<file path="config.mk">
export PLATFORM = sky130hd
export DESIGN_NAME = ethernet_frame_receiver_fcs_check_unit
export DESIGN_NICKNAME = d
export VERILOG_FILES = /design/src/design/efrx_pkg.sv /design/src/design/ethernet_frame_receiver_fcs_check_unit.sv /design/src/design/efrx_front.sv /design/src/design/efrx_queue.sv /design/src/design/efrx_back.sv
export SDC_FILE = /design/constraint.sdc
export NUM_CORES = 1
export LEC_CHECK = 0
export BUFFER_PORTS_ARGS = -buffer_cell sky130_fd_sc_hd__buf_2
export CORE_ASPECT_RATIO = 0.6
export CORE_UTILIZATION = 50
export DETAILED_ROUTE_END_ITERATION = 10
export HOLD_SLACK_MARGIN = 0.02
export PLACE_DENSITY_LB_ADDON = 0.12
export SETUP_SLACK_MARGIN = 0.02
export SYNTH_ARGS = -nofsm -noshare
export SYNTH_HDL_FRONTEND = slang
export SYNTH_HIERARCHICAL = 1
export SYNTH_SLANG_ARGS = --single-unit
</file>
<file path="constraint.sdc">
create_clock -name clk -period 9.2 [get_ports clk]
set_clock_uncertainty 0.2 [all_clocks]
set_input_delay 1.38 -clock clk [delete_from_list [all_inputs] [get_ports clk]]
set_output_delay 1.38 -clock clk [all_outputs]
set_load 0.01 [all_outputs]
</file>
<file path="src/design/efrx_pkg.sv">
// Shared types, constants and the CRC-32 byte update for the Ethernet
// frame receiver with FCS check. No dependencies.
`timescale 1ns / 1ps
`default_nettype none

package efrx_pkg;

  // Frame layout and CRC constants
  localparam int          HDR_LEN          = 14;
  localparam int          FCS_LEN          = 4;
  localparam int          PRE_LEN          = 8;
  localparam logic [31:0] CRC_POLY         = 32'hEDB8_8320;
  localparam logic [31:0] CRC_INIT         = 32'hFFFF_FFFF;

  // Configuration defaults and register indexes
  localparam int          MAX_PAYLOAD_DEF  = 2048;
  localparam int          QUEUE_DEPTH_DEF  = 4;
  localparam logic [11:0] PAYLOAD_LEN_RST  = 12'd46;
  localparam logic [63:0] PREAMBLE_RST     = 64'hABAA_AAAA_AAAA_AAAA;
  localparam logic        REG_PAYLOAD_LEN  = 1'b0;
  localparam logic        REG_PREAMBLE     = 1'b1;

  // Receive phase of the front end
  typedef enum logic [1:0] {
    PH_HUNT = 2'd0,
    PH_BODY = 2'd1,
    PH_FCS  = 2'd2
  } phase_t;

  // Work handed from front to back
  typedef enum logic [1:0] {
    OP_HDR      = 2'd0,  // CRC only
    OP_PAY      = 2'd1,  // CRC and pass out
    OP_FCS      = 2'd2,  // collect one FCS byte
    OP_FCS_LAST = 2'd3   // collect last FCS byte, report status
  } op_kind_t;

  typedef struct packed {
    op_kind_t    kind;
    logic [1:0]  lane;
    logic [7:0]  data;
  } efrx_op_t;

  // Reflected CRC-32 over one byte, LSB first
  function automatic logic [31:0] crc_byte(input logic [31:0] crc_in,
                                           input logic [7:0]  b);
    logic [31:0] c;
    logic        fb;
    c = crc_in;
    for (int k = 0; k < 8; k++) begin
      fb = c[0] ^ b[k];
      c  = (c >> 1) ^ (fb ? CRC_POLY : 32'h0);
    end
    return c;
  endfunction

endpackage

`default_nettype wire

</file>
<file path="src/design/ethernet_frame_receiver_fcs_check_unit.sv">
// Ethernet frame receiver with FCS check, top level.
// Instantiates efrx_front, efrx_queue and efrx_back; depends on efrx_pkg.
//
// Usage:
//   Received bytes enter on the s_ stream, one per accepted request. The
//   front end hunts the configured preamble/SFD, then classifies 14 header
//   bytes, payload_length payload bytes and 4 FCS bytes (LSB first).
//   Results leave on the m_ stream: one item per payload byte, and one
//   status item after the last FCS byte with the good/bad flag and the
//   computed CRC-32 (reflected, init all ones, final invert). Downstream
//   drops the frame on a bad status.
//   A payload byte accepted on s_ is queued, popped into the output
//   register and shown on m_. Throughput: one byte per cycle when
//   m_tready is high, limited by the back end's single-byte CRC update.
//   Reset clears the phase to hunting, the CRC to all ones, the queue and
//   the output valid flag; configuration returns to 46 bytes and the
//   standard preamble. When m_tready is low the output register holds,
//   the queue (QUEUE_DEPTH requests) fills, and s_tready then drops.
//   Configuration writes (cfg_we, cfg_index, cfg_data) take effect at once
//   and the user makes them while no frame is in progress; the block does not enforce it.
`timescale 1ns / 1ps
`default_nettype none

module ethernet_frame_receiver_fcs_check_unit #(
  parameter int MAX_PAYLOAD = efrx_pkg::MAX_PAYLOAD_DEF,
  parameter int QUEUE_DEPTH = efrx_pkg::QUEUE_DEPTH_DEF
) (
  input  wire logic        clk,
  input  wire logic        rst,
  input  wire logic        cfg_we,
  input  wire logic        cfg_index,
  input  wire logic [63:0] cfg_data,
  input  wire logic        s_tvalid,
  output logic             s_tready,
  input  wire logic [7:0]  s_tdata,   // rx_byte[7:0]
  output logic             m_tvalid,
  input  wire logic        m_tready,
  output logic [39:0]      m_tdata,   // data_byte[7:0], computed_fcs[39:8]
  output logic [1:0]       m_tuser    // is_status[0], fcs_good[1]
);
  import efrx_pkg::*;

  logic     push;
  efrx_op_t push_op;
  logic     q_full;
  logic     pop;
  logic     q_valid;
  efrx_op_t q_op;

  efrx_front #(
    .MAX_PAYLOAD (MAX_PAYLOAD)
  ) u_front (
    .clk       (clk),
    .rst       (rst),
    .cfg_we    (cfg_we),
    .cfg_index (cfg_index),
    .cfg_data  (cfg_data),
    .in_valid  (s_tvalid),
    .in_ready  (s_tready),
    .in_byte   (s_tdata),
    .push      (push),
    .push_op   (push_op),
    .q_full    (q_full)
  );

  efrx_queue #(
    .DEPTH (QUEUE_DEPTH)
  ) u_queue (
    .clk     (clk),
    .rst     (rst),
    .push    (push),
    .push_op (push_op),
    .full    (q_full),
    .pop     (pop),
    .q_valid (q_valid),
    .q_op    (q_op)
  );

  efrx_back u_back (
    .clk      (clk),
    .rst      (rst),
    .q_valid  (q_valid),
    .q_op     (q_op),
    .pop      (pop),
    .m_tvalid (m_tvalid),
    .m_tready (m_tready),
    .m_tdata  (m_tdata),
    .m_tuser  (m_tuser)
  );

endmodule

`default_nettype wire

</file>
<file path="src/design/efrx_front.sv">
// Front end: holds configuration, hunts the preamble and classifies frame
// bytes into queue requests. Depends on efrx_pkg.
`timescale 1ns / 1ps
`default_nettype none

module efrx_front #(
  parameter int MAX_PAYLOAD = efrx_pkg::MAX_PAYLOAD_DEF
) (
  input  wire logic             clk,
  input  wire logic             rst,
  input  wire logic             cfg_we,
  input  wire logic             cfg_index,
  input  wire logic [63:0]      cfg_data,
  input  wire logic             in_valid,
  output logic                  in_ready,
  input  wire logic [7:0]       in_byte,
  output logic                  push,
  output efrx_pkg::efrx_op_t    push_op,
  input  wire logic             q_full
);
  import efrx_pkg::*;

  localparam int CNT_W = $clog2(MAX_PAYLOAD + HDR_LEN + 1);

  logic [11:0]      payload_length;
  logic [63:0]      preamble_pattern;
  phase_t           phase, phase_next;
  logic [2:0]       hunt_match, hunt_match_next;
  logic [CNT_W-1:0] byte_index, byte_index_next;

  logic             accept;
  logic [CNT_W-1:0] eff_len;
  logic [3:0]       match_inc;
  logic [7:0]       pat_byte;
  logic             body_end;

  assign in_ready = !q_full;
  assign accept   = in_valid && in_ready;

  // Configuration registers
  always_ff @(posedge clk) begin
    if (rst) begin
      payload_length   <= PAYLOAD_LEN_RST;
      preamble_pattern <= PREAMBLE_RST;
    end else if (cfg_we) begin
      unique case (cfg_index)
        REG_PAYLOAD_LEN: payload_length   <= cfg_data[11:0];
        REG_PREAMBLE:    preamble_pattern <= cfg_data;
        default:         ;
      endcase
    end
  end

  // Saturate payload length
  always_comb begin
    if ({5'b0, payload_length} > 17'(MAX_PAYLOAD)) eff_len = CNT_W'(MAX_PAYLOAD);
    else                                            eff_len = CNT_W'(payload_length);
  end

  assign pat_byte  = preamble_pattern[{hunt_match, 3'b000} +: 8];
  assign match_inc = {1'b0, hunt_match} + 4'd1;
  assign body_end  = ((CNT_W + 1)'(byte_index) + (CNT_W + 1)'(1))
                     >= ((CNT_W + 1)'(eff_len) + (CNT_W + 1)'(HDR_LEN));

  // Next state
  always_comb begin
    phase_next      = phase;
    hunt_match_next = hunt_match;
    byte_index_next = byte_index;
    unique case (phase)
      PH_BODY: begin
        if (body_end) begin
          phase_next      = PH_FCS;
          byte_index_next = '0;
        end else begin
          byte_index_next = byte_index + CNT_W'(1);
        end
      end
      PH_FCS: begin
        if (byte_index[1:0] == 2'(FCS_LEN - 1)) begin
          phase_next      = PH_HUNT;
          hunt_match_next = '0;
          byte_index_next = '0;
        end else begin
          byte_index_next = byte_index + CNT_W'(1);
        end
      end
      default: begin
        phase_next = PH_HUNT;
        if (in_byte == pat_byte) begin
          if (match_inc == 4'(PRE_LEN)) begin
            phase_next      = PH_BODY;
            hunt_match_next = '0;
            byte_index_next = '0;
          end else begin
            hunt_match_next = match_inc[2:0];
          end
        end else begin
          hunt_match_next = (in_byte == preamble_pattern[7:0]) ? 3'd1 : 3'd0;
        end
      end
    endcase
  end

  // Outputs: classify the byte
  always_comb begin
    push         = 1'b0;
    push_op.kind = OP_HDR;
    push_op.lane = byte_index[1:0];
    push_op.data = in_byte;
    unique case (phase)
      PH_BODY: begin
        push         = accept;
        push_op.kind = (byte_index >= CNT_W'(HDR_LEN)) ? OP_PAY : OP_HDR;
      end
      PH_FCS: begin
        push         = accept;
        push_op.kind = (byte_index[1:0] == 2'(FCS_LEN - 1)) ? OP_FCS_LAST : OP_FCS;
      end
      default: ;
    endcase
  end

  // Advance on each accepted byte
  always_ff @(posedge clk) begin
    if (rst) begin
      phase      <= PH_HUNT;
      hunt_match <= '0;
      byte_index <= '0;
    end else if (accept) begin
      phase      <= phase_next;
      hunt_match <= hunt_match_next;
      byte_index <= byte_index_next;
    end
  end

endmodule

`default_nettype wire

</file>
<file path="src/design/efrx_queue.sv">
// Short request queue between front and back ends.
// Depends on efrx_pkg for the request type.
`timescale 1ns / 1ps
`default_nettype none

module efrx_queue #(
  parameter int DEPTH = efrx_pkg::QUEUE_DEPTH_DEF
) (
  input  wire logic             clk,
  input  wire logic             rst,
  input  wire logic             push,
  input  wire efrx_pkg::efrx_op_t push_op,
  output logic                  full,
  input  wire logic             pop,
  output logic                  q_valid,
  output efrx_pkg::efrx_op_t    q_op
);
  import efrx_pkg::*;

  localparam int PTR_W = (DEPTH > 1) ? $clog2(DEPTH) : 1;
  localparam int CNT_W = $clog2(DEPTH + 1);

  efrx_op_t         slots [DEPTH];
  logic [PTR_W-1:0] wr_ptr, rd_ptr;
  logic [CNT_W-1:0] count;

  assign full    = (count == CNT_W'(DEPTH));
  assign q_valid = (count != '0);
  assign q_op    = slots[rd_ptr];

  // Store request
  always_ff @(posedge clk) begin
    if (push) slots[wr_ptr] <= push_op;
  end

  // Pointers and fill count
  always_ff @(posedge clk) begin
    if (rst) begin
      wr_ptr <= '0;
      rd_ptr <= '0;
      count  <= '0;
    end else begin
      if (push) wr_ptr <= (wr_ptr == PTR_W'(DEPTH - 1)) ? '0 : wr_ptr + PTR_W'(1);
      if (pop)  rd_ptr <= (rd_ptr == PTR_W'(DEPTH - 1)) ? '0 : rd_ptr + PTR_W'(1);
      if (push && !pop)      count <= count + CNT_W'(1);
      else if (pop && !push) count <= count - CNT_W'(1);
    end
  end

  a_no_overflow: assert property (@(posedge clk) disable iff (rst)
    push |-> !full) else $error("queue push while full");
  a_no_underflow: assert property (@(posedge clk) disable iff (rst)
    pop |-> q_valid) else $error("queue pop while empty");

endmodule

`default_nettype wire

</file>
<file path="src/design/efrx_back.sv">
// Back end: runs the CRC, collects the received FCS and drives the
// registered result stream. Depends on efrx_pkg.
`timescale 1ns / 1ps
`default_nettype none

module efrx_back (
  input  wire logic             clk,
  input  wire logic             rst,
  input  wire logic             q_valid,
  input  wire efrx_pkg::efrx_op_t q_op,
  output logic                  pop,
  output logic                  m_tvalid,
  input  wire logic             m_tready,
  output logic [39:0]           m_tdata,
  output logic [1:0]            m_tuser
);
  import efrx_pkg::*;

  logic [31:0] crc_reg;
  logic [31:0] received_check;
  logic [31:0] crc_upd;
  logic [31:0] fcs_fin;
  logic [31:0] rcv_full;
  logic        makes_out;
  logic        out_free;
  logic        load;

  assign crc_upd   = crc_byte(crc_reg, q_op.data);
  assign fcs_fin   = ~crc_reg;
  assign rcv_full  = {q_op.data, received_check[23:0]};
  assign makes_out = (q_op.kind == OP_PAY) || (q_op.kind == OP_FCS_LAST);
  assign out_free  = !m_tvalid || m_tready;
  assign pop       = q_valid && (!makes_out || out_free);
  assign load      = pop && makes_out;

  // CRC and received FCS
  always_ff @(posedge clk) begin
    if (rst) begin
      crc_reg        <= CRC_INIT;
      received_check <= '0;
    end else if (pop) begin
      case (q_op.kind) inside
        OP_HDR, OP_PAY: crc_reg <= crc_upd;
        OP_FCS:         received_check[{q_op.lane, 3'b000} +: 8] <= q_op.data;
        OP_FCS_LAST:    crc_reg <= CRC_INIT;
        default:        ;
      endcase
    end
  end

  // Output register
  always_ff @(posedge clk) begin
    if (rst) begin
      m_tvalid <= 1'b0;
    end else if (load) begin
      m_tvalid <= 1'b1;
    end else if (m_tready) begin
      m_tvalid <= 1'b0;
    end
  end

  always_ff @(posedge clk) begin
    if (load) begin
      if (q_op.kind == OP_FCS_LAST) begin
        m_tdata <= {fcs_fin, 8'h00};
        m_tuser <= {(rcv_full == fcs_fin), 1'b1};
      end else begin
        m_tdata <= {32'h0, q_op.data};
        m_tuser <= 2'b00;
      end
    end
  end

  a_status_no_data: assert property (@(posedge clk) disable iff (rst)
    (m_tvalid && m_tuser[0]) |-> (m_tdata[7:0] == 8'h00))
    else $error("status item carries a data byte");
  a_payload_no_fcs: assert property (@(posedge clk) disable iff (rst)
    (m_tvalid && !m_tuser[0]) |-> (m_tdata[39:8] == 32'h0 && !m_tuser[1]))
    else $error("payload item carries status fields");
  a_crc_restart: assert property (@(posedge clk) disable iff (rst)
    (pop && q_op.kind == OP_FCS_LAST) |=> (crc_reg == CRC_INIT))
    else $error("CRC not restarted after status");

endmodule

`default_nettype wire
</file>
## Word-level counts from Yosys, hierarchy flattened

Memory sizes are Yosys's and may differ from the RTL's. A register that Yosys moved wholly into a read port is not among the register bits.
Cells that the tools add are included.

| storage, ports and cells | value |
|---|---|
| flip-flop bits (word level) | 207 |
| bits in writable memories | 48 |
| bits of input ports | 78 |
| output and inout port bits | 44 |
| memories | 1 |

Memories:

| name | words | width | read ports | clocked after Yosys merged registers in | wr ports | RTL line | RTL |
|---|---|---|---|---|---|---|---|
| u_queue.slots | 4 | 12 | 1 | 1 | 1 | efrx_queue.sv:23 | `efrx_op_t slots [DEPTH];` |

| cells by class | value |
|---|---|
| add/subtract/negate cells | 9 |
| magnitude comparators | 3 |
| equal/unequal tests | 16 |
| shift operators | 3 |
| mux-type cells | 43 |
| bitwise gates (word level) | 20 |
| reduce and logical (&&, ||, !) cells | 29 |

Operators with widths:

| kind | count |
|---|---|
| 32-bit 2-to-1 mux | 11 |
| 31-bit by 32-bit bitwise XOR with 32-bit output | 8 |
| 64-bit by 7-bit variable part select with 8-bit output | 1 |
| 12-bit 2-to-1 mux | 5 |
| 32-bit bitwise mux | 1 |
| 32-bit equality test | 1 |
| 32-bit inverter | 1 |
| 8-bit by 7-bit variable shift with 32-bit output (first input constant) | 1 |
| 8-bit by 7-bit variable part select with 32-bit output | 1 |
| 12-bit one-hot mux with 2 select lines | 1 |
| 8-bit equality test | 2 |
| 3-bit 2-to-1 mux | 5 |
| 3-bit AND reduction | 5 |
| 2-bit 2-to-1 mux | 7 |
| 12-bit by 1-bit adder with 13-bit output (second input constant) | 1 |
| 12-bit by 4-bit adder with 13-bit output (second input constant) | 1 |
| 13-bit greater-or-equal comparator | 1 |
| 12-bit by 1-bit adder with 12-bit output (second input constant) | 1 |
| 2-bit equality test (second input constant) | 6 |
| 12-bit by 4-bit greater-or-equal comparator with 1-bit output (second input constant) | 1 |
| 12-bit > comparator (second input constant) | 1 |
| 1-bit 2-to-1 mux | 10 |
| 3-bit nonzero test | 3 |
| 2-bit one-hot mux with 2 select lines | 2 |
| 20 further kinds | 46 |

## Depth between registers and ports, before layout

| logic depth | value |
|---|---|
| depth after elaboration | 25 |
| mapped depth | 16 |
| gate-level depth less buffers | 15 |

## Cells and area by module

The synthesis kept the hierarchy.

Modules (own cells, without submodules):

| module | instances | cells an instance | area an instance (um2) |
|---|---|---|---|
| efrx_front | 1 | 628 | 5011.1 |
| efrx_back | 1 | 436 | 4709.5 |
| efrx_queue | 1 | 106 | 2177.1 |

## Least setup slack after synthesis

No wires, ideal clock.

| timing | value |
|---|---|
| path type | reg-to-reg |
| start point | register u_front.payload_length[11] |
| end point | register u_front.phase[0] |
| library setup time | 0.070 ns |
| data arrival time | 3.057 ns |
| required time | 8.930 ns |
| setup slack | 5.873 ns |
| cell stages (with the launch flop) | 16 |
| path through | dfxtp_1 > clkbuf_1 > nand2b_1 > ha_1 > a21oi_1 > nand2_1 > xnor2_1 > nand2_1 > ha_1 > nand3_1 > nor3_1 > a21oi_1 > o21ai_1 > nand3_1 > or4_1 > a21oi_1 |

| on the way | value |
|---|---|
| longest elaborated chain between the ends | 6 |

RTL lines:

| item | RTL line | RTL |
|---|---|---|
| start, declared | efrx_front.sv:25 | `logic [11:0] payload_length;` |
| start signal, assigned | efrx_front.sv:47 | `REG_PAYLOAD_LEN: payload_length <= cfg_data[11:0];` |
| 12-bit > comparator | efrx_front.sv:56 | `if ({5'b0, payload_length} > 17'(MAX_PAYLOAD)) eff_len = CNT_W'(MAX_PAYLOAD);` |
| 12-bit 2-to-1 mux * | efrx_front.sv:56 |  |
| 12-bit by 4-bit adder with 13-bit output * | efrx_front.sv:63 | `>= ((CNT_W + 1)'(eff_len) + (CNT_W + 1)'(HDR_LEN));` |
| 13-bit greater-or-equal comparator * | efrx_front.sv:63 |  |
| 2-bit by 1-bit inequality test with 1-bit output (no line) * | - |  |
| 3-bit AND reduction (no line) * | - |  |
| end signal, assigned | efrx_front.sv:131 | `phase <= phase_next;` |
| end, declared | efrx_front.sv:27 | `phase_t phase, phase_next;` |

Every way passes the cells marked *; elsewhere a longest branch is shown, timed or not.
A chain may end at the register's enable or synchronous reset.

## Worst setup path in the final report

| timing | value |
|---|---|
| start point | register u_front.byte_index[1] |
| end point | register u_front.phase[0] |

| on the way | value |
|---|---|
| longest elaborated chain between the ends | 4 |
| elaborated cells between the ends (all ways) | 6 |
| those cells by class | 1 x add/sub; 1 x order compare; 3 x eq/ne; 1 x reduce/logical |

RTL lines:

| item | RTL line | RTL |
|---|---|---|
| start, declared | efrx_front.sv:29 | `logic [CNT_W-1:0] byte_index, byte_index_next;` |
| start signal, assigned | efrx_front.sv:133 | `byte_index <= byte_index_next;` |
| 12-bit by 1-bit adder with 13-bit output | efrx_front.sv:62 | `assign body_end = ((CNT_W + 1)'(byte_index) + (CNT_W + 1)'(1))` |
| 13-bit greater-or-equal comparator | efrx_front.sv:63 |  |
| 2-bit by 1-bit inequality test with 1-bit output (no line) | - |  |
| 3-bit AND reduction (no line) * | - |  |

Marked as above.

==> flow_metrics.py <==
metrics = {
    "power_and_ir_drop": {
        "p_leak_nw": 5.15,
        "cell_internal_pwr_mw": 2.66,
        "seq_power_share_pct": 34.0,
        "p_switching_mw": 1.58,
        "switching_share_pct": 37.3,
        "finalPower_mw": 4.24,
        "power_per_cell_area_nw_per_um2": 316,
        "peakVddDrop_mv": 0.214,
        "clockPowerShare_pct": 23.0,
        "p_comb_share_pct": 43.0,
    },
    "layout": {
        "largest_register_ffs": 64,
        "diodes": 0,
        "layout.nets": 1371,
        "num-fill-cells": 2142,
        "regMostFlops": "u_front/preamble_pattern",
        "drive_above_1_share_pct": 17.0,
        "reg_top3": "u_front/preamble_pattern x64, u_queue/slots x48, u_back/m_tdata x40",
        "area_delta_synth_final_pct": 12.9,
    },
    "drt": {
        "drtPass1Iterations": 5,
        "drc": 0,
        "via_per_inst": 5.50,
        "detail-route-antenna-nets": 0,
        "wl_per_cell_um": 18.5,
        "vias": 8773,
        "first_iter_violations": 711,
        "totalWireLength_mm": 29.6,
    },
    "clocking": {
        "clock_latency_ps": 540,
        "cts_tree": "done",
        "cts_buffers": 24,
        "clock-sinks": 249,
        "root_buffer": "clkbuf_16",
        "cts_hold_buf": 0,
        "cts_resized": 0,
        "clockBufferDepth": 3,
        "postCtsSetupRepairBufs": 0,
        "path_clk_slew_ps": 70,
        "htree_num_levels": 1,
    },
    "flow_run": {
        "drv_cap": 0,
    },
    "die": {
        "die_w_um": 201,
        "core_area_um2": 23200,
        "start_util_pct": 51.2,
        "pin_count": 122,
        "num_rows": 43,
        "die_h_um": 121,
        "die_area_um2": 24400,
    },
    "synthesis": {
        "synth_area_leaders": "dfxtp_1, edfxtp_1, nand2_1",
        "syn_area_um2": 11900,
        "ys_ff_latch": 249,
        "synth-seq-area-share_pct": 49.5,
        "ys.flop_type": "dfxtp_1",
        "yosys_warnings": 6,
        "yosys.area.top_type_share_pct": 26.8,
        "postSynth.asyncResetShare_pct": 0,
        "synth_nets": 1280,
        "synth_area_leader_cell": "dfxtp_1",
        "netlist_instances": 1170,
        "syn_avg_cell_area_um2": 10.2,
        "synth_edf_count": 90,
        "synth.distinct_cells": 62,
    },
    "sta": {
        "hold_viol": 0,
        "period_share_pct": 43.9,
        "tns_ps": 0,
        "slew_headroom_pct": 22.1,
        "worst_pin_slew_ps": 1160,
        "maxSlewViolCount": 0,
        "rsz0062_at_grt": "no",
        "setup_viol": 0,
        "fmaxAchievable_ghz": 0.248,
        "post-route-min-period_ps": 4040,
    },
    "grt": {
        "gr-total-overflow": 0,
        "first_global_vias": 8111,
        "grt_max_degree": 65,
        "antenna_found_initial": 0,
        "grt_use_total_pct": 24.5,
        "grt_pass1_wl_mm": 46.5,
    },
    "setup_path": {
        "worstPathCellList": "ha_1 -> nand3_1 -> nor2_1 -> and3_1 -> xor2_1 -> ha_1 -> nand3_1 -> nor3_1 -> a21oi_1 -> o21ai_1 -> nand3_1 -> or4_1 -> a21oi_1",
        "critPathArrivalTime_ps": 4280,
        "critPathMostFrequentCell": "nand3_1",
        "setup.worst_path.class": "reg -> reg",
        "startpoint_type": "flip-flop",
        "cp_max_fo": 10,
        "crit_slowest_cell": "or4_1",
        "cp.required_ps": 9450,
        "end_kind": "flip-flop",
        "cpPeakStageDelay_ps": 560,
    },
    "placed_design": {
        "port_buffers": 121,
        "place_congestion": 0.867,
        "hpwl_mm": 21.5,
    },
    "min_path": {
        "hold_class": "reg -> reg",
    },
    "outcome": {
        "status": "complete, no violations",
    },
}
## cells by family (layout without fill, tap and decap cells)
kind of cell	Yosys count	after routing	share of synthesized area, %
compound gates	153	153	7.47
xor+xnor	131	131	11.7
fa+ha+maj	32	32	3.43
buf+inv	88	197	3.38
flops	249	249	49.5
mux	50	50	6.41
other cells	1	1	0.0315
simple gates	466	466	18.2
## metal layers
| metal | global-route usage (%) | vias up | wire, um | share of wire [%] |
|---|---|---|---|---|
| li1 | - | 4241 | - | - |
| met1 | 41.6 | 4180 | 16100 | 54 |
| met2 | 30.2 | 327 | 10600 | 36 |
| met3 | 5.61 | 25 | 2560 | 8.6 |
| met4 | 3.72 | 0 | 337 | 1.1 |
| met5 | 0 | - | 0 | 0 |
## power groups by stage
| stage | Combinational, mW | Sequential, mW | Clock, mW |
|---|---|---|---|
| after global routing | 1.97 | 1.45 | 1.04 |
| after global placement | 1.78 | 1.46 | 0 |
| final | 1.82 | 1.44 | 0.975 |
| after detailed placement | 1.79 | 1.46 | 0 |
| after CTS | 1.80 | 1.44 | 0.993 |
| after floorplan | 1.43 | 1.42 | 0 |
## worst paths after layout
kind | slack [ps] | end | startpoint | depth (start not counted)
max | 5160 | u_front/phase[0]$_SDFFE_PP0P_ | u_front/byte_index[1]$_SDFFE_PP0P_ | 13
min | 250 | u_front/preamble_pattern[34]$_SDFFE_PP0P_ | u_front/preamble_pattern[34]$_SDFFE_PP0P_ | 2
max reg2reg | 5160 | u_front/phase[0]$_SDFFE_PP0P_ | u_front/byte_index[1]$_SDFFE_PP0P_ | 13
min reg2reg | 250 | u_front/preamble_pattern[34]$_SDFFE_PP0P_ | u_front/preamble_pattern[34]$_SDFFE_PP0P_ | 2
## critical path, delay by kind of cell (launching register included)
family | cells | cell delay [ps]
fa+ha+maj | 2 | 560
xor+xnor | 1 | 90
flops | 1 | 510
compound gates | 3 | 760
simple gates | 7 | 1820
## stage by stage
stage / worst slack, ps / hold WS, ps / instance area [um2] / util (%) / instances
final: 5160 / 253 / 13400 / 57.8 / 1594
after global routing: 4940 / 274 / 13400 / 57.8 / 1594
after CTS: 5260 / 256 / 13400 / 57.8 / 1594
after detailed placement: 5300 / 247 / 12600 / 54.4 / 1550
after global placement: 5450 / 242 / 12600 / 54.4 / 1550
after floorplan: 5870 / 233 / 11900 / - / 1170
## area by class of cell
cell class / count / area (um2) / area share (%)
clock buffer: 36 / 727 / 5.41
clock inverter: 8 / 56.3 / 0.419
inverter: 25 / 93.8 / 0.699
multi-input combinational: 833 / 5620 / 41.8
sequential: 249 / 5890 / 43.8
tap: 315 / 394 / 2.93
timing repair buffer: 128 / 658 / 4.90
## synthesized netlist by cell type, types with 6 or more instances
cell type  count
a21oi_1       95
dfxtp_1      159
buf_4         11
mux4_2        18
o22ai_1       14
ha_1          31
nor4_1         9
buf_2          6
inv_1         24
nor3b_1        7
xnor2_2       13
nand4_1       10
and3_1         9
mux2i_1       29
nand3_1       77
clkbuf_1      42
nor2_1        73
xor2_1        50
xnor2_4        6
xnor2_1       59
nor2b_1        8
nand2_1      207
a22oi_1        9
edfxtp_1      90
and2_1        17
nand2b_1      29
## cell usage in the layout (no fill, tap or decap), types with 4 or more instances in the layout
| cell type | synthesis | layout |
|---|---|---|
| ha_1 | 31 | 31 |
| nand4_1 | 10 | 10 |
| xor2_1 | 50 | 50 |
| clkbuf_16 | 0 | 25 |
| nor3_1 | 4 | 4 |
| nand3_1 | 77 | 77 |
| or3_1 | 4 | 4 |
| a22oi_1 | 9 | 9 |
| nand2_1 | 207 | 206 |
| nor4_1 | 9 | 9 |
| and2_1 | 17 | 16 |
| clkbuf_8 | 0 | 6 |
| dfxtp_1 | 159 | 159 |
| nand2b_1 | 29 | 29 |
| buf_2 | 6 | 121 |
| a21oi_1 | 95 | 95 |
| buf_4 | 11 | 7 |
| xnor2_1 | 59 | 59 |
| edfxtp_1 | 90 | 90 |
| a31oi_1 | 4 | 4 |
| o22ai_1 | 14 | 14 |
| xnor2_2 | 13 | 13 |
| and3_1 | 9 | 8 |
| xnor2_4 | 6 | 6 |
| o21ai_0 | 4 | 4 |
| mux2i_1 | 29 | 29 |
| mux4_2 | 18 | 18 |
| inv_1 | 24 | 24 |
| nor3b_1 | 7 | 7 |
| nor2b_1 | 8 | 8 |
| clkbuf_1 | 42 | 5 |
| nor2_1 | 73 | 73 |
| clkinv_2 | 0 | 5 |
No activity file was read; power rests on OpenSTA's default activity.
